$ cat src/rtl/assert_macros.svh
// Assertion helpers used by the RTL control module fsl_ctrl.
`ifndef ASSERT_MACROS_SVH
`define ASSERT_MACROS_SVH

// Checked on every clock edge outside reset.
`define ASSERT_CLK(lbl, prop, msg) \
  lbl: assert property (@(posedge clk) disable iff (!rst_n) prop) else $error(msg);

// Checked on every clock edge, reset included.
`define ASSERT_CLK_ALL(lbl, prop, msg) \
  lbl: assert property (@(posedge clk) prop) else $error(msg);

`endif

$ cat src/rtl/fsl_pkg.sv
`timescale 1ns / 1ps
`default_nettype none
package fsl_pkg;

  localparam int PN_BITS    = 128;
  localparam int BIT_CNT_W  = $clog2(PN_BITS);
  localparam logic [BIT_CNT_W-1:0] BIT_LAST = BIT_CNT_W'(PN_BITS - 1);

  localparam int KEY_W      = 24;
  localparam int FN_W       = 16;
  localparam int FN15_W     = 15;
  localparam int HALF_W     = 64;
  localparam int PAYLOAD_W  = 2 * HALF_W;

  localparam logic [FN15_W-1:0] SIG_FRAME_MIN = 15'h7FFC;
  localparam logic [PAYLOAD_W-1:0] MASK_INIT = PAYLOAD_W'(1) << (PAYLOAD_W - 1);

  // Tap set codes
  localparam logic [1:0] CLS_8  = 2'd0;
  localparam logic [1:0] CLS_16 = 2'd1;
  localparam logic [1:0] CLS_24 = 2'd2;

  typedef struct packed {
    logic             we;
    logic [KEY_W-1:0] data;
  } cfg_wr_t;

  typedef struct packed {
    logic load;
    logic upd_exp;
    logic seed_key;
    logic resync_start;
    logic resync_step;
    logic scr_step;
    logic push;
  } dp_cmd_t;

  typedef struct packed {
    logic need_resync;
    logic fn_zero;
    logic do_scr;
    logic bit_last;
    logic frm_zero;
  } dp_sts_t;

  function automatic logic [1:0] width_class(input logic [KEY_W-1:0] k);
    logic [1:0] c;
    if (k > 24'h00FFFF) begin
      c = CLS_24;
    end else if (k > 24'h0000FF) begin
      c = CLS_16;
    end else begin
      c = CLS_8;
    end
    return c;
  endfunction

  function automatic logic lfsr_fb(input logic [1:0] cls, input logic [KEY_W-1:0] s);
    logic b;
    unique case (cls)
      CLS_24:  b = s[23] ^ s[22] ^ s[21] ^ s[16];
      CLS_16:  b = s[15] ^ s[14] ^ s[12] ^ s[3];
      default: b = s[7] ^ s[5] ^ s[4] ^ s[3];
    endcase
    return b;
  endfunction

  function automatic logic [KEY_W-1:0] lfsr_adv(input logic [1:0] cls,
                                                input logic [KEY_W-1:0] s);
    return {s[KEY_W-2:0], lfsr_fb(cls, s)};
  endfunction

  function automatic logic [KEY_W-1:0] seed_trunc(input logic [1:0] cls,
                                                  input logic [KEY_W-1:0] s);
    logic [KEY_W-1:0] r;
    unique case (cls)
      CLS_24:  r = s;
      CLS_16:  r = {8'd0, s[15:0]};
      default: r = {16'd0, s[7:0]};
    endcase
    return r;
  endfunction

endpackage
`default_nettype wire

$ cat src/rtl/fsl_datapath.sv
`timescale 1ns / 1ps
`default_nettype none
module fsl_datapath
  import fsl_pkg::*;
(
  input  wire logic                 clk,
  input  wire logic                 rst_n,
  input  wire cfg_wr_t              cfg_wr,
  input  wire dp_cmd_t              cmd,
  output dp_sts_t                   sts,
  input  wire logic [FN_W-1:0]      in_fn,
  input  wire logic                 in_sig,
  input  wire logic [PAYLOAD_W-1:0] in_payload,
  output logic [KEY_W-1:0]          key_value,
  output logic [PAYLOAD_W-1:0]      out_payload,
  output logic                      out_resynced
);

  logic [KEY_W-1:0]     key_r, key_nxt;
  logic [KEY_W-1:0]     seed_r, seed_nxt;
  logic [FN15_W-1:0]    exp_r, exp_nxt;
  logic [FN_W-1:0]      fn_r;
  logic                 sig_r;
  logic [PAYLOAD_W-1:0] data_r;
  logic [PAYLOAD_W-1:0] mask_r;
  logic [BIT_CNT_W-1:0] bit_cnt_r, bit_cnt_nxt;
  logic [FN15_W-1:0]    frm_cnt_r;
  logic                 resync_r;
  logic [PAYLOAD_W-1:0] out_data_r;
  logic                 out_resync_r;

  logic [1:0]           cls;
  logic                 fb;
  logic [KEY_W-1:0]     seed_adv;

  assign cls      = width_class(key_r);
  assign fb       = lfsr_fb(cls, seed_r);
  assign seed_adv = lfsr_adv(cls, seed_r);

  assign sts.need_resync = (fn_r != '0) && (fn_r[FN15_W-1:0] != exp_r);
  assign sts.fn_zero     = (fn_r == '0);
  assign sts.do_scr      = !sig_r || (fn_r[FN15_W-1:0] < SIG_FRAME_MIN);
  assign sts.bit_last    = (bit_cnt_r == BIT_LAST);
  assign sts.frm_zero    = (frm_cnt_r == '0);

  assign key_value    = key_r;
  assign out_payload  = out_data_r;
  assign out_resynced = out_resync_r;

  always_comb begin
    key_nxt     = key_r;
    seed_nxt    = seed_r;
    exp_nxt     = exp_r;
    bit_cnt_nxt = bit_cnt_r;
    if (cfg_wr.we) begin
      key_nxt  = cfg_wr.data;
      seed_nxt = cfg_wr.data;
    end
    priority if (cmd.seed_key) begin
      seed_nxt = key_r;
    end else if (cmd.resync_step) begin
      seed_nxt = seed_adv;
    end else if (cmd.scr_step) begin
      // trim the seed to the tap width after the last step of a frame
      seed_nxt = sts.bit_last ? seed_trunc(cls, seed_adv) : seed_adv;
    end else begin
      seed_nxt = seed_nxt;
    end
    if (cmd.upd_exp) begin
      exp_nxt = FN15_W'(fn_r + FN_W'(1));
    end
    if (cmd.load || cmd.resync_start) begin
      bit_cnt_nxt = '0;
    end else if (cmd.resync_step || cmd.scr_step) begin
      bit_cnt_nxt = sts.bit_last ? '0 : bit_cnt_r + BIT_CNT_W'(1);
    end
  end

  always_ff @(posedge clk) begin
    if (!rst_n) begin
      key_r     <= '0;
      seed_r    <= '0;
      exp_r     <= '0;
      bit_cnt_r <= '0;
    end else begin
      key_r     <= key_nxt;
      seed_r    <= seed_nxt;
      exp_r     <= exp_nxt;
      bit_cnt_r <= bit_cnt_nxt;
    end
  end

  always_ff @(posedge clk) begin
    if (cmd.load) begin
      fn_r     <= in_fn;
      sig_r    <= in_sig;
      data_r   <= in_payload;
      mask_r   <= MASK_INIT;
      resync_r <= 1'b0;
    end else if (cmd.scr_step) begin
      // apply the PN bit at the marked position, then move the mark down
      data_r <= data_r ^ (mask_r & {PAYLOAD_W{fb}});
      mask_r <= mask_r >> 1;
    end
    if (cmd.resync_start) begin
      frm_cnt_r <= fn_r[FN15_W-1:0];
      resync_r  <= 1'b1;
    end else if (cmd.resync_step && sts.bit_last) begin
      frm_cnt_r <= frm_cnt_r - FN15_W'(1);
    end
    if (cmd.push) begin
      out_data_r   <= data_r;
      out_resync_r <= resync_r;
    end
  end

endmodule
`default_nettype wire

$ cat src/rtl/fsl_ctrl.sv
`timescale 1ns / 1ps
`default_nettype none
`include "assert_macros.svh"
module fsl_ctrl
  import fsl_pkg::*;
(
  input  wire logic    clk,
  input  wire logic    rst_n,
  input  wire logic    in_tvalid,
  output logic         in_tready,
  output logic         out_tvalid,
  input  wire logic    out_tready,
  input  wire dp_sts_t sts,
  output dp_cmd_t      cmd
);

  localparam logic [2:0] S_IDLE   = 3'd0;
  localparam logic [2:0] S_EVAL   = 3'd1;
  localparam logic [2:0] S_RESYNC = 3'd2;
  localparam logic [2:0] S_SCR    = 3'd3;
  localparam logic [2:0] S_DONE   = 3'd4;

  logic [2:0] state_r, state_nxt;
  logic       out_valid_r, out_valid_nxt;

  assign in_tready  = (state_r == S_IDLE);
  assign out_tvalid = out_valid_r;

  always_comb begin
    cmd       = '0;
    state_nxt = state_r;
    unique case (state_r)
      S_IDLE: begin
        if (in_tvalid) begin
          cmd.load  = 1'b1;
          state_nxt = S_EVAL;
        end
      end
      S_EVAL: begin
        cmd.upd_exp = 1'b1;
        if (sts.need_resync) begin
          cmd.seed_key     = 1'b1;
          cmd.resync_start = 1'b1;
          state_nxt        = S_RESYNC;
        end else begin
          cmd.seed_key = sts.fn_zero;
          state_nxt    = sts.do_scr ? S_SCR : S_DONE;
        end
      end
      S_RESYNC: begin
        if (sts.frm_zero) begin
          state_nxt = sts.do_scr ? S_SCR : S_DONE;
        end else begin
          cmd.resync_step = 1'b1;
        end
      end
      S_SCR: begin
        cmd.scr_step = 1'b1;
        if (sts.bit_last) begin
          state_nxt = S_DONE;
        end
      end
      S_DONE: begin
        // hold until the output register is free
        if (!out_valid_r || out_tready) begin
          cmd.push  = 1'b1;
          state_nxt = S_IDLE;
        end
      end
      default: begin
        state_nxt = S_IDLE;
      end
    endcase
  end

  always_comb begin
    priority if (cmd.push) begin
      out_valid_nxt = 1'b1;
    end else if (out_tready) begin
      out_valid_nxt = 1'b0;
    end else begin
      out_valid_nxt = out_valid_r;
    end
  end

  always_ff @(posedge clk) begin
    if (!rst_n) begin
      state_r     <= S_IDLE;
      out_valid_r <= 1'b0;
    end else begin
      state_r     <= state_nxt;
      out_valid_r <= out_valid_nxt;
    end
  end

  `ASSERT_CLK_ALL(a_reset_clean, !rst_n |=> (state_r == S_IDLE) && !out_valid_r, "reset left control busy")
  `ASSERT_CLK(a_accept_eval, (in_tvalid && in_tready) |=> (state_r == S_EVAL), "accepted beat not evaluated")
  `ASSERT_CLK(a_scr_done, (state_r == S_SCR && sts.bit_last) |=> (state_r == S_DONE), "scramble overran its length")
  `ASSERT_CLK(a_resync_exit, (state_r == S_RESYNC && sts.frm_zero) |=> (state_r != S_RESYNC), "resync walk did not stop")

endmodule
`default_nettype wire

$ cat src/rtl/frame_scrambler_lfsr.sv
`timescale 1ns / 1ps
`default_nettype none
// Frame descrambler: one stream beat carries a frame number and a 128-bit payload, and one
// result beat returns the payload XORed with PN_BITS bits of a Fibonacci LFSR whose tap
// width (8, 16 or 24 bits) follows the magnitude of the key register. Writing the key also
// reloads the running seed. The LFSR advances one step per cycle while a frame is scrambled;
// a signature frame is passed through unchanged. When the frame number is not the expected
// one the seed is rebuilt from the key by walking the same LFSR, and that beat carries
// resynced = 1. The result sits in an output register, so a new beat is taken while it waits.
module frame_scrambler_lfsr
  import fsl_pkg::*;
(
  input  wire logic         clk,
  input  wire logic         rst_n,
  // configuration port
  input  wire logic         cfg_psel,
  input  wire logic         cfg_penable,
  input  wire logic         cfg_pwrite,
  input  wire logic [2:0]   cfg_paddr,
  input  wire logic [31:0]  cfg_pwdata,
  output logic [31:0]       cfg_prdata,
  output logic              cfg_pready,
  // input stream
  input  wire logic         in_tvalid,
  output logic              in_tready,
  input  wire logic [143:0] in_tdata,  // frame_number[15:0], payload_hi[79:16], payload_lo[143:80]
  input  wire logic         in_tuser,  // stream_signed
  // result stream
  output logic              out_tvalid,
  input  wire logic         out_tready,
  output logic [127:0]      out_tdata, // data_out_hi[63:0], data_out_lo[127:64]
  output logic              out_tuser  // resynced
);

  localparam logic REG_KEY = 1'b0;

  cfg_wr_t              cfg_wr;
  dp_cmd_t              cmd;
  dp_sts_t              sts;
  logic [KEY_W-1:0]     key_value;
  logic [PAYLOAD_W-1:0] out_payload;
  logic                 reg_idx;

  assign reg_idx     = cfg_paddr[2];
  assign cfg_pready  = 1'b1;
  assign cfg_wr.we   = cfg_psel && cfg_penable && cfg_pwrite && cfg_pready && (reg_idx == REG_KEY);
  assign cfg_wr.data = cfg_pwdata[KEY_W-1:0];

  always_comb begin
    unique case (reg_idx)
      REG_KEY: cfg_prdata = {8'd0, key_value};
      default: cfg_prdata = '0;
    endcase
  end

  fsl_ctrl u_ctrl (
    .clk        (clk),
    .rst_n      (rst_n),
    .in_tvalid  (in_tvalid),
    .in_tready  (in_tready),
    .out_tvalid (out_tvalid),
    .out_tready (out_tready),
    .sts        (sts),
    .cmd        (cmd)
  );

  fsl_datapath u_dp (
    .clk          (clk),
    .rst_n        (rst_n),
    .cfg_wr       (cfg_wr),
    .cmd          (cmd),
    .sts          (sts),
    .in_fn        (in_tdata[15:0]),
    .in_sig       (in_tuser),
    .in_payload   ({in_tdata[79:16], in_tdata[143:80]}),
    .key_value    (key_value),
    .out_payload  (out_payload),
    .out_resynced (out_tuser)
  );

  assign out_tdata = {out_payload[HALF_W-1:0], out_payload[PAYLOAD_W-1:HALF_W]};

endmodule
`default_nettype wire
$ cat config.mk
export PLATFORM = sky130hd
export DESIGN_NAME = frame_scrambler_lfsr
export DESIGN_NICKNAME = d
export VERILOG_FILES = /design/src/rtl/fsl_pkg.sv /design/src/rtl/fsl_datapath.sv /design/src/rtl/fsl_ctrl.sv /design/src/rtl/frame_scrambler_lfsr.sv
export VERILOG_INCLUDE_DIRS = /design/src /design/src/rtl
export SDC_FILE = /design/constraint.sdc
export NUM_CORES = 1
export LEC_CHECK = 0
export BUFFER_PORTS_ARGS = -buffer_cell sky130_fd_sc_hd__buf_4
export CAP_MARGIN = 5
export CORE_MARGIN = 5
export CORE_UTILIZATION = 58
export CTS_BUF_LIST = sky130_fd_sc_hd__clkbuf_8 sky130_fd_sc_hd__clkbuf_16
export CTS_CLUSTER_DIAMETER = 100
export DETAILED_ROUTE_END_ITERATION = 16
export MAX_ROUTING_LAYER = met4
export PLACE_DENSITY = 0.8
export SLEW_MARGIN = 30
export SYNTH_ARGS = -nofsm -noshare
export SYNTH_HDL_FRONTEND = slang
export SYNTH_HIERARCHICAL = 1
export SYNTH_SLANG_ARGS = --single-unit
$ cat constraint.sdc
create_clock -name clk -period 5.9 [get_ports clk]
set_input_delay 0.885 -clock clk [delete_from_list [all_inputs] [get_ports clk]]
set_output_delay 0.885 -clock clk [all_outputs]
set_load 0.02 [all_outputs]
==> results of run 1 <==
[cells in the final DEF, fill, tap and decap left out, types with 6 or more instances in the layout]
master     netlist  final
a211o_1          8      8
a211oi_1        19     19
a21oi_1         18     18
a22oi_1        137    137
a31oi_1         10     10
buf_4           14    345
clkbuf_16        0     52
clkbuf_8         0      9
clkinv_1         0      9
clkinv_2         0      6
conb_1           2      9
dfxtp_1        203    203
edfxtp_1       289    289
inv_1          134    144
mux2i_1        161    161
nand2_1        206    206
nand2b_1         7      7
nand3_1        136    136
nand4_1          7      7
nor2_1         324    322
nor2b_1         28     27
nor3_1           7      7
nor4_1          11     11
o21ai_0         35     35
o221ai_1         8      8
o221ai_2       120    120
or3_1           11     10
xnor2_1         25     25
xor2_1          22     22
[layout make-up]
cell class              count  area [um2]  area share [%]
clock inverters            32         229           0.835
diodes                      2        5.00          0.0183
well taps                 525         657            2.40
repair buffers            351        2720            9.91
flip-flops and latches    492       12700            46.5
inverters                 134         505            1.84
multi-input cells        1362        9140            33.3
clock buffers              61        1430            5.20
[stage by stage]
| step | power (mW) | utilization (%) | setup WS, ps | area, um2 |
|---|---|---|---|---|
| after CTS | 9.62 | 68.7 | 1830 | 27400 |
| final | 9.60 | 68.8 | 1920 | 27400 |
| after floorplan | 6.18 | - | 1350 | 23400 |
| after detailed placement | 6.46 | 64.6 | 1850 | 25700 |
| after global placement | 6.37 | 64.6 | 1990 | 25700 |
| after global routing | 10.0 | 68.8 | 1500 | 27400 |
[sequential cells by signal (all words and copies together) (netlist names)]
name	count
u_ctrl/state_r	3
u_dp/resync_r	1
u_dp/sig_r	1
u_dp/seed_r	24
u_dp/out_resynced	1
u_dp/mask_r	128
u_dp/out_payload	128
u_dp/exp_r	15
u_dp/bit_cnt_r	7
u_dp/data_r	128
u_dp/fn_r	16
u_dp/key_value	24
u_ctrl/out_tvalid	1
u_dp/frm_cnt_r	15
[worst paths after layout]
path | slack [ps] | from | end
worst max-delay path | 1920 | u_dp/frm_cnt_r[3]$_DFFE_PP_ | u_dp/seed_r[13]$_SDFFE_PN0P_
worst max register to register | 1920 | u_dp/frm_cnt_r[3]$_DFFE_PP_ | u_dp/seed_r[13]$_SDFFE_PN0P_
worst min-delay path | 440 | u_dp/resync_r$_SDFFE_PP1P_ | u_dp/out_resynced$_DFFE_PP_
worst min register to register | 440 | u_dp/resync_r$_SDFFE_PP1P_ | u_dp/out_resynced$_DFFE_PP_
[power breakdown]
group / internal [mW] / switching (mW) / total, mW
combinational: 0.732 / 1.37 / 2.10
sequential: 4.08 / 0.253 / 4.33
clock: 1.84 / 1.32 / 3.16
[per-layer routing]
metal	vias up	wire, um	global-route usage (%)
li1	8229	-	-
met1	8630	23700	33.5
met2	720	28300	41.9
met3	98	4400	4.38
met4	0	1360	8.20
met5	-	0	-
[cells by family after synthesis]
family	after synthesis	synth area share, %
compound gates	374	15.4
xor+xnor	49	1.96
fa+ha+maj	4	0.214
buf+inv	305	6.64
flops	492	54.5
mux	161	6.90
other cells	2	0.0321
simple gates	765	14.3
==> qor.yml, run 1 <==
timing:
  final-max-slew-violation-count: 0
  post-route-min-period_ps: 3980
  fin_crit_sh_pct: 67.5
  finalHoldViolCount: 0
  worstMarginPinSlew_ps: 1320
  setup_viol: 0
  rsz0062_at_grt: "no"
  relSlewSlack_pct: 12.3
  tns_ps: 0
  hold_slack_ps: 441
  skew_ps: 15.4
  max_freq_ghz: 0.251
logic_synthesis:
  synth_edf_count: 289
  synth-seq-cells: 492
  synth_top_cells_by_count: "nor2_1, edfxtp_1, nand2_1"
  synth_area_leader_cell: "edfxtp_1"
  netlist_area_um2: 23400
  ys.warnings.count: 6
  yosysUniqueCellTypes: 58
  ys_async_sr_fraction_pct: 0
  syn_area_per_cell_um2: 10.9
  synth_top_area_share_pct: 37.1
  synth.area.top_cells: "edfxtp_1, dfxtp_1, o221ai_2"
  ys_seq_area_share_pct: 54.5
  synth_flop_cell: "edfxtp_1"
  yosysMostFrequentCell: "nor2_1"
  synth_cells: 2152
place:
  finalWeightedCongestion: 0.860
  dp_hpwl_um: 35600
  dp_cells: 2862
  numPortBuffers: 331
run:
  maxCapViolations: 0
cts:
  cts_resized: 0
  hold_buffers: 0
  clk_pin_slew_ps: 60
  root_buffer: "clkbuf_16"
  postCtsSetupBuffers: 0
  ctsHtreeMaxLevel: 2
  numCtsBuffers: 50
  clk-insertion-delay-late_ps: 590
  cts_buffer_depth: 3
  cts.sink_count: 492
  cts_tree: "yes"
cells_and_area:
  fin_cells: 2959
  drive_above_1_share_pct: 23.2
  num-fill-cells: 2915
  layout.nets: 2582
  area_growth_pct: 17.3
grt:
  antenna_found_initial: 2
  grt_usage_pct: 25.8
  grt_pass1_wl_um: 92000
  grt_max_degree: 206
  grt.overflow.total: 0
  grt_pass1_vias: 17500
floorplanning:
  initial_core_util_pct: 58.7
  io_pins: 351
  dieArea_um2: 44400
  die_h_um: 211
  core_um2: 39800
  dieWidth_um: 211
  rows: 73
critical_path:
  worstSetupEndpointType: "flip-flop"
  critPathMaxStageDelay_ps: 820
  crit_type: "flip-flop to flip-flop"
  cp_num_buf_inv: 0
  crit_family: "simple AND/OR/NAND/NOR gates"
  crit_chain: "or3_4 > or4_4 > nor4_1 > nor4b_1 > or2_1 > or3_2 > o21ai_0 > a31oi_1"
  worst_ep_required_time_ps: 6340
  arrival_ps: 4430
  cp.depth: 8
  cp_slowest_cell: "or3_2"
  cp_max_fo: 33
  reg2reg_depth: 8
  critPathLaunchType: "flip-flop"
detailed_routing:
  vias: 17700
  first_pass_iters: 5
  first_iter_violations: 1562
  drt.antenna.violating_nets: 0
  drt-vias-per-instance: 5.97
  routed_wl_um: 57700
  routedWlPerCell_um: 19.5
  drc: 0
pwr:
  powerDensity_nw_per_um2: 350
  vdd_drop_max_mv: 0.317
  power_leakage_nw: 10.3
status:
  status: "finished, final reports clean"
hold_path:
  hold_class: "flip-flop to flip-flop"
  hold_depth: 0
(Power assumes the default switching activity.)
==> run 2: changes to the inputs <==
CORE_UTILIZATION = 52   (was 58)
PLACE_DENSITY = 0.76   (was 0.8)
clock period = 3.5 ns   (was 5.9 ns; I/O delays follow)
==> qor.yml, run 2 (synthesis gave the netlist of run 1 again) <==
place:
  place_ws_ps: 193  # -1660 ps
  numPortBuffers: 331  # unchanged
  dp_cells: 2941  # +2.8%
  finalWeightedCongestion: 0.861  # about the same
  dp_hpwl_um: 37200  # +4.6%
timing:
  final-max-slew-violation-count: 0  # unchanged
  post-route-min-period_ps: 3230  # -752 ps
  worstMarginPinSlew_ps: 1040  # -276 ps
  setup_viol: 0  # unchanged
  fin_crit_sh_pct: 92.3  # +25 points
  skew_ps: 21.7  # +6.23 ps
  finalHoldViolCount: 0  # unchanged
  tns_ps: 0  # unchanged
  max_freq_ghz: 0.310  # +23%
  hold_slack_ps: 114  # -327 ps
  worst_slack_ps: 270  # -1650 ps
  relSlewSlack_pct: 30.6  # +18 points
  rsz0062_at_grt: "no"
detailed_routing:
  vias: 17600  # -0.63%
  drt-vias-per-instance: 5.78  # -3.3%
  routedWlPerCell_um: 19.6  # +0.39%
  first_pass_iters: 8  # +3
  drc: 0  # unchanged
  first_iter_violations: 1483  # -5.1%
  routed_wl_um: 59500  # +3.2%
  drt.antenna.violating_nets: 0  # unchanged
cts:
  clk-insertion-delay-late_ps: 590  # about the same
  root_buffer: "clkbuf_16"
  cts_tree: "yes"
  clk_pin_slew_ps: 60  # about the same
  cts.sink_count: 492  # unchanged
  numCtsBuffers: 51  # +2.0%
  ctsHtreeMaxLevel: 2  # unchanged
  cts_buffer_depth: 3  # unchanged
  hold_buffers: 0  # unchanged
run:
  maxCapViolations: 0  # unchanged
floorplanning:
  dieArea_um2: 49300  # +11%
  initial_core_util_pct: 52.7  # -6.0 points
  dieWidth_um: 222  # +5.3%
  rows: 77  # +5.5%
  core_um2: 44300  # +11%
  die_h_um: 222  # +5.3%
  io_pins: 351  # unchanged
grt:
  grt_pass1_wl_um: 95400  # +3.6%
  grt_usage_pct: 24.0  # -1.9 points
  grt_max_degree: 129  # -37%
  antenna_found_initial: 5  # +3
  grt_pass1_vias: 17700  # +1.2%
  grt.overflow.total: 0  # unchanged
hold_path:
  hold_class: "input port to flip-flop"
critical_path:
  arrival_ps: 3680  # -750 ps
  crit_type: "flip-flop to flip-flop"
  worst_ep_required_time_ps: 3950  # -2390 ps
  cp_max_fo: 33  # unchanged
  critPathLaunchType: "flip-flop"
  worstSetupEndpointType: "flip-flop"
cells_and_area:
  fin_util_pct: 62.6  # -6.2 points
  drive_above_1_share_pct: 23.6  # +0.46 points
  seq_area_um2: 12700  # unchanged
  layout_common_cells: "buf_4, nor2_1, edfxtp_1, nand2_1, dfxtp_1"
  multi_input_area_um2: 9140  # about the same
  final_common_cell: "buf_4"
  layout.nets: 2593  # +0.43%
  num-fill-cells: 3472  # +19%
  area_growth_pct: 18.8
  fin_cells: 3041  # +2.8%
status:
  status: "finished, final reports clean"
pwr:
  vdd_drop_max_mv: 0.528  # +66%
  powerDensity_nw_per_um2: 592  # +69%
  power_leakage_nw: 10.4  # +1.4%
==> run 2: layout make-up <==
cell class	count	share of cell area, %
multi-input combinational	1362	32.9
clock inverter	33	0.942
tap	592	2.67
clock buffer	62	5.18
timing repair buffer	361	10.5
inverter	134	1.82
antenna	5	0.0451
sequential	492	45.9
==> run 2: worst max-delay path, stage by stage, from the launching register on <==
cell and delay, ps:
edfxtp_1 460, or3_4 430, or4_4 560, nor4_2 410, nor4b_1 170, or2_1 250, or3_1 300, buf_4 230
o21ai_0 210, a21oi_1 60
==> run 2: power by group <==
group	internal [mW]	switching, mW
sequential	6.87	0.430
clock	3.20	2.26
combinational	1.30	2.38
total	11.4	5.07
==> run 2: repair_timing <==
action | 4_1_cts | 5_1_grt
buffers inserted | 0 | 0
setup endpoints to repair | 0 | 17
endpoints found under the hold margin | 0 | 0
gates resized for setup | 0 | 1
==> run 2: per-layer routing <==
metal,vias up,GRT usage [%],wire length (um)
met5,-,-,0
met4,0,5.99,1110
met3,70,4.78,4250
met2,672,38.9,29000
met1,8579,31.2,25200
li1,8245,-,-
==> run 2: metrics by stage <==
stage | power (mW) | instance area, um2
after floorplan | 10.4 | 23400
after global placement | 10.9 | 26000
after detailed placement | 11.1 | 26000
after CTS | 16.5 | 27700
after global routing | 17.2 | 27800
final | 16.4 | 27800
==> run 2: final timing paths <==
check,from,end,slack (ps),cells after the start
worst max-delay path,u_dp/frm_cnt_r[3]$_DFFE_PP_,u_dp/seed_r[18]$_SDFFE_PN0P_,270,9
worst min-delay path,in_tdata[14],u_dp/fn_r[14]$_DFFE_PP_,110,1
worst max register to register,u_dp/frm_cnt_r[3]$_DFFE_PP_,u_dp/seed_r[18]$_SDFFE_PN0P_,270,9
worst min register to register,u_dp/resync_r$_SDFFE_PP1P_,u_dp/out_resynced$_DFFE_PP_,450,0
==> run 3: changes to the inputs <==
==> constraint.sdc (replaced) <==
create_clock -name clk -period 3.5 [get_ports clk]
set_input_delay 0.7 -clock clk [delete_from_list [all_inputs] [get_ports clk]]
set_output_delay 0.7 -clock clk [all_outputs]
set_load 0.02 [all_outputs]
==> qor.yml, run 3 (synthesis gave the netlist of run 1 again) <==
status:
  status: "finished, final reports clean"
cts:
  hold_buffers: 0  # unchanged
  ctsHtreeMaxLevel: 2  # unchanged
  root_buffer: "clkbuf_16"
  cts.sink_count: 492  # unchanged
  cts_buffer_depth: 3  # unchanged
  numCtsBuffers: 51  # unchanged
  cts_resized: 0  # unchanged
  cts_tree: "yes"
  postCtsSetupBuffers: 0  # unchanged
  clk_pin_slew_ps: 60  # about the same
  clk-insertion-delay-late_ps: 610  # +20 ps
critical_path:
  critPathMaxStageDelay_ps: 550  # about the same
  arrival_ps: 3760  # +80 ps
  crit_chain: "or3_4 > or4_4 > nor4_1 > nor4b_1 > or2_1 > or3_1 > buf_4 > o21ai_0 > a21oi_1"
  reg2reg_depth: 9  # unchanged
  r2r_end: "u_dp/seed_r[18]$_SDFFE_PN0P_"
  crit_type: "flip-flop to flip-flop"
  critPathLaunchType: "flip-flop"
  reg2reg_slack_ps: 210  # -60 ps
  worstSetupEndpointType: "flip-flop"
  cp_slowest_cell: "or4_4"
  r2r-start: "u_dp/frm_cnt_r[3]$_DFFE_PP_"
  worst_ep_required_time_ps: 3970  # +20 ps
  cp_max_fo: 16  # -52%
pwr:
  powerDensity_nw_per_um2: 589  # -0.60%
  pwr-share-seq_pct: 44.7  # +0.3 points
  p_sw_share_pct: 31.0  # +0.19 points
  pwr-share-clk_pct: 32.9  # -0.3 points
  vdd_drop_max_mv: 0.479  # -9.3%
  power_leakage_nw: 10.4  # -0.23%
  power_switching_mw: 5.06  # -0.13%
  comb_power_share_pct: 22.4  # about the same
  intPower_mw: 11.3  # -1.0%
  p_total_mw: 16.3  # -0.75%
timing:
  rsz0062_at_grt: "no"
  tns_ps: 0  # unchanged
  skew_ps: 24.1  # +2.48 ps
  max_freq_ghz: 0.304  # -1.8%
  finalHoldViolCount: 0  # unchanged
  worstMarginPinSlew_ps: 971  # -69.7 ps
  fin_crit_sh_pct: 94.0  # +1.7 points
  relSlewSlack_pct: 35.3  # +4.6 points
  final-max-slew-violation-count: 0  # unchanged
  post-route-min-period_ps: 3290  # +59.9 ps
  setup_viol: 0  # unchanged
grt:
  antenna_found_initial: 3  # -2
  grt_usage_pct: 23.4  # -0.54 points
  grt_pass1_vias: 17200  # -2.9%
  grt.overflow.total: 0  # unchanged
  grt_max_degree: 141  # +9.3%
  grt_pass1_wl_um: 93100  # -2.4%
place:
  dp_hpwl_um: 36500  # -1.9%
  finalWeightedCongestion: 0.873  # +1.4%
  numPortBuffers: 331  # unchanged
floorplanning:
  io_pins: 351  # unchanged
  dieArea_um2: 49300  # unchanged
  dieWidth_um: 222  # unchanged
  core_um2: 44300  # unchanged
  initial_core_util_pct: 52.7  # unchanged
  rows: 77  # unchanged
  die_h_um: 222  # unchanged
cells_and_area:
  drive_above_1_share_pct: 23.5  # -0.10 points
  area_growth_pct: 18.6
  multi_input_area_um2: 9140  # about the same
  num-fill-cells: 3510  # +1.1%
  layout.nets: 2594  # +0.039%
  final_common_cell: "buf_4"
  fin_util_pct: 62.5  # -0.093 points
  seq_area_um2: 12700  # unchanged
  layout_common_cells: "buf_4, nor2_1, edfxtp_1, nand2_1, dfxtp_1"
detailed_routing:
  routedWlPerCell_um: 19.3  # -1.5%
  vias: 17700  # +0.67%
  drc: 0  # unchanged
  first_pass_iters: 6  # -2
  routed_wl_um: 58700  # -1.5%
  drt.antenna.violating_nets: 0  # unchanged
  first_iter_violations: 1879  # +27%
  drt-vias-per-instance: 5.82  # +0.67%
hold_path:
  hold_class: "input port to flip-flop"
  hold_end: "u_dp/fn_r[8]$_DFFE_PP_"
  min_from: "in_tdata[8]"
  hold_depth: 1  # unchanged
run:
  maxCapViolations: 0  # unchanged
run 3: stage by stage:
step	setup WS [ps]	instance area (um2)	hold WS (ps)	instances
final	210	27700	282	3041
after global routing	13.5	27700	250	3041
after CTS	278	27700	246	3037
after detailed placement	298	26000	416	2941
after global placement	337	26000	417	2941
after floorplan	46.9	23400	409	2159
run 3: cell type report:
type	count	share of cell area, %
Sequential cell	492	46.0
Multi-Input combinational cell	1362	33.0
Timing Repair Buffer	362	10.5
Clock buffer	64	5.25
Tap cell	592	2.67
Inverter	134	1.82
Clock inverter	32	0.813
Antenna cell	3	0.0271
run 3: how the worst max path moves through the flow:
stage / depth (start not counted) / startpoint / to
after floorplan: 7 / u_ctrl/state_r[1]$_SDFFE_PN0P_ / u_dp/data_r[0]$_DFFE_PP_
after global placement: 9 / u_dp/frm_cnt_r[3]$_DFFE_PP_ / u_dp/seed_r[2]$_SDFFE_PN0P_
after detailed placement: 9 / u_dp/frm_cnt_r[3]$_DFFE_PP_ / u_dp/seed_r[12]$_SDFFE_PN0P_
after CTS: 9 / u_dp/frm_cnt_r[3]$_DFFE_PP_ / u_dp/seed_r[12]$_SDFFE_PN0P_
after global routing: 9 / u_dp/frm_cnt_r[3]$_DFFE_PP_ / u_dp/seed_r[12]$_SDFFE_PN0P_
final: 9 / u_dp/frm_cnt_r[3]$_DFFE_PP_ / u_dp/seed_r[18]$_SDFFE_PN0P_
run 3: critical path, delay by kind of cell (launching register included):
family	cells	cell delay (ps)
simple gates	6	2270
flops	1	450
compound gates	2	250
buf+inv	1	200
run 3: layer usage:
metal  global-route usage, %  wire (um)
met1                    31.2      25300
met2                    37.1      28000
met3                    4.09       3920
met4                    7.00       1490
met5                       -          0
run 3: power groups by stage:
stage	logic [mW]	clock network, mW	registers [mW]
after floorplan	3.14	0	7.29
after global placement	3.54	0	7.36
after detailed placement	3.66	0	7.40
after CTS	3.67	5.48	7.28
after global routing	3.98	5.74	7.36
final	3.66	5.37	7.29
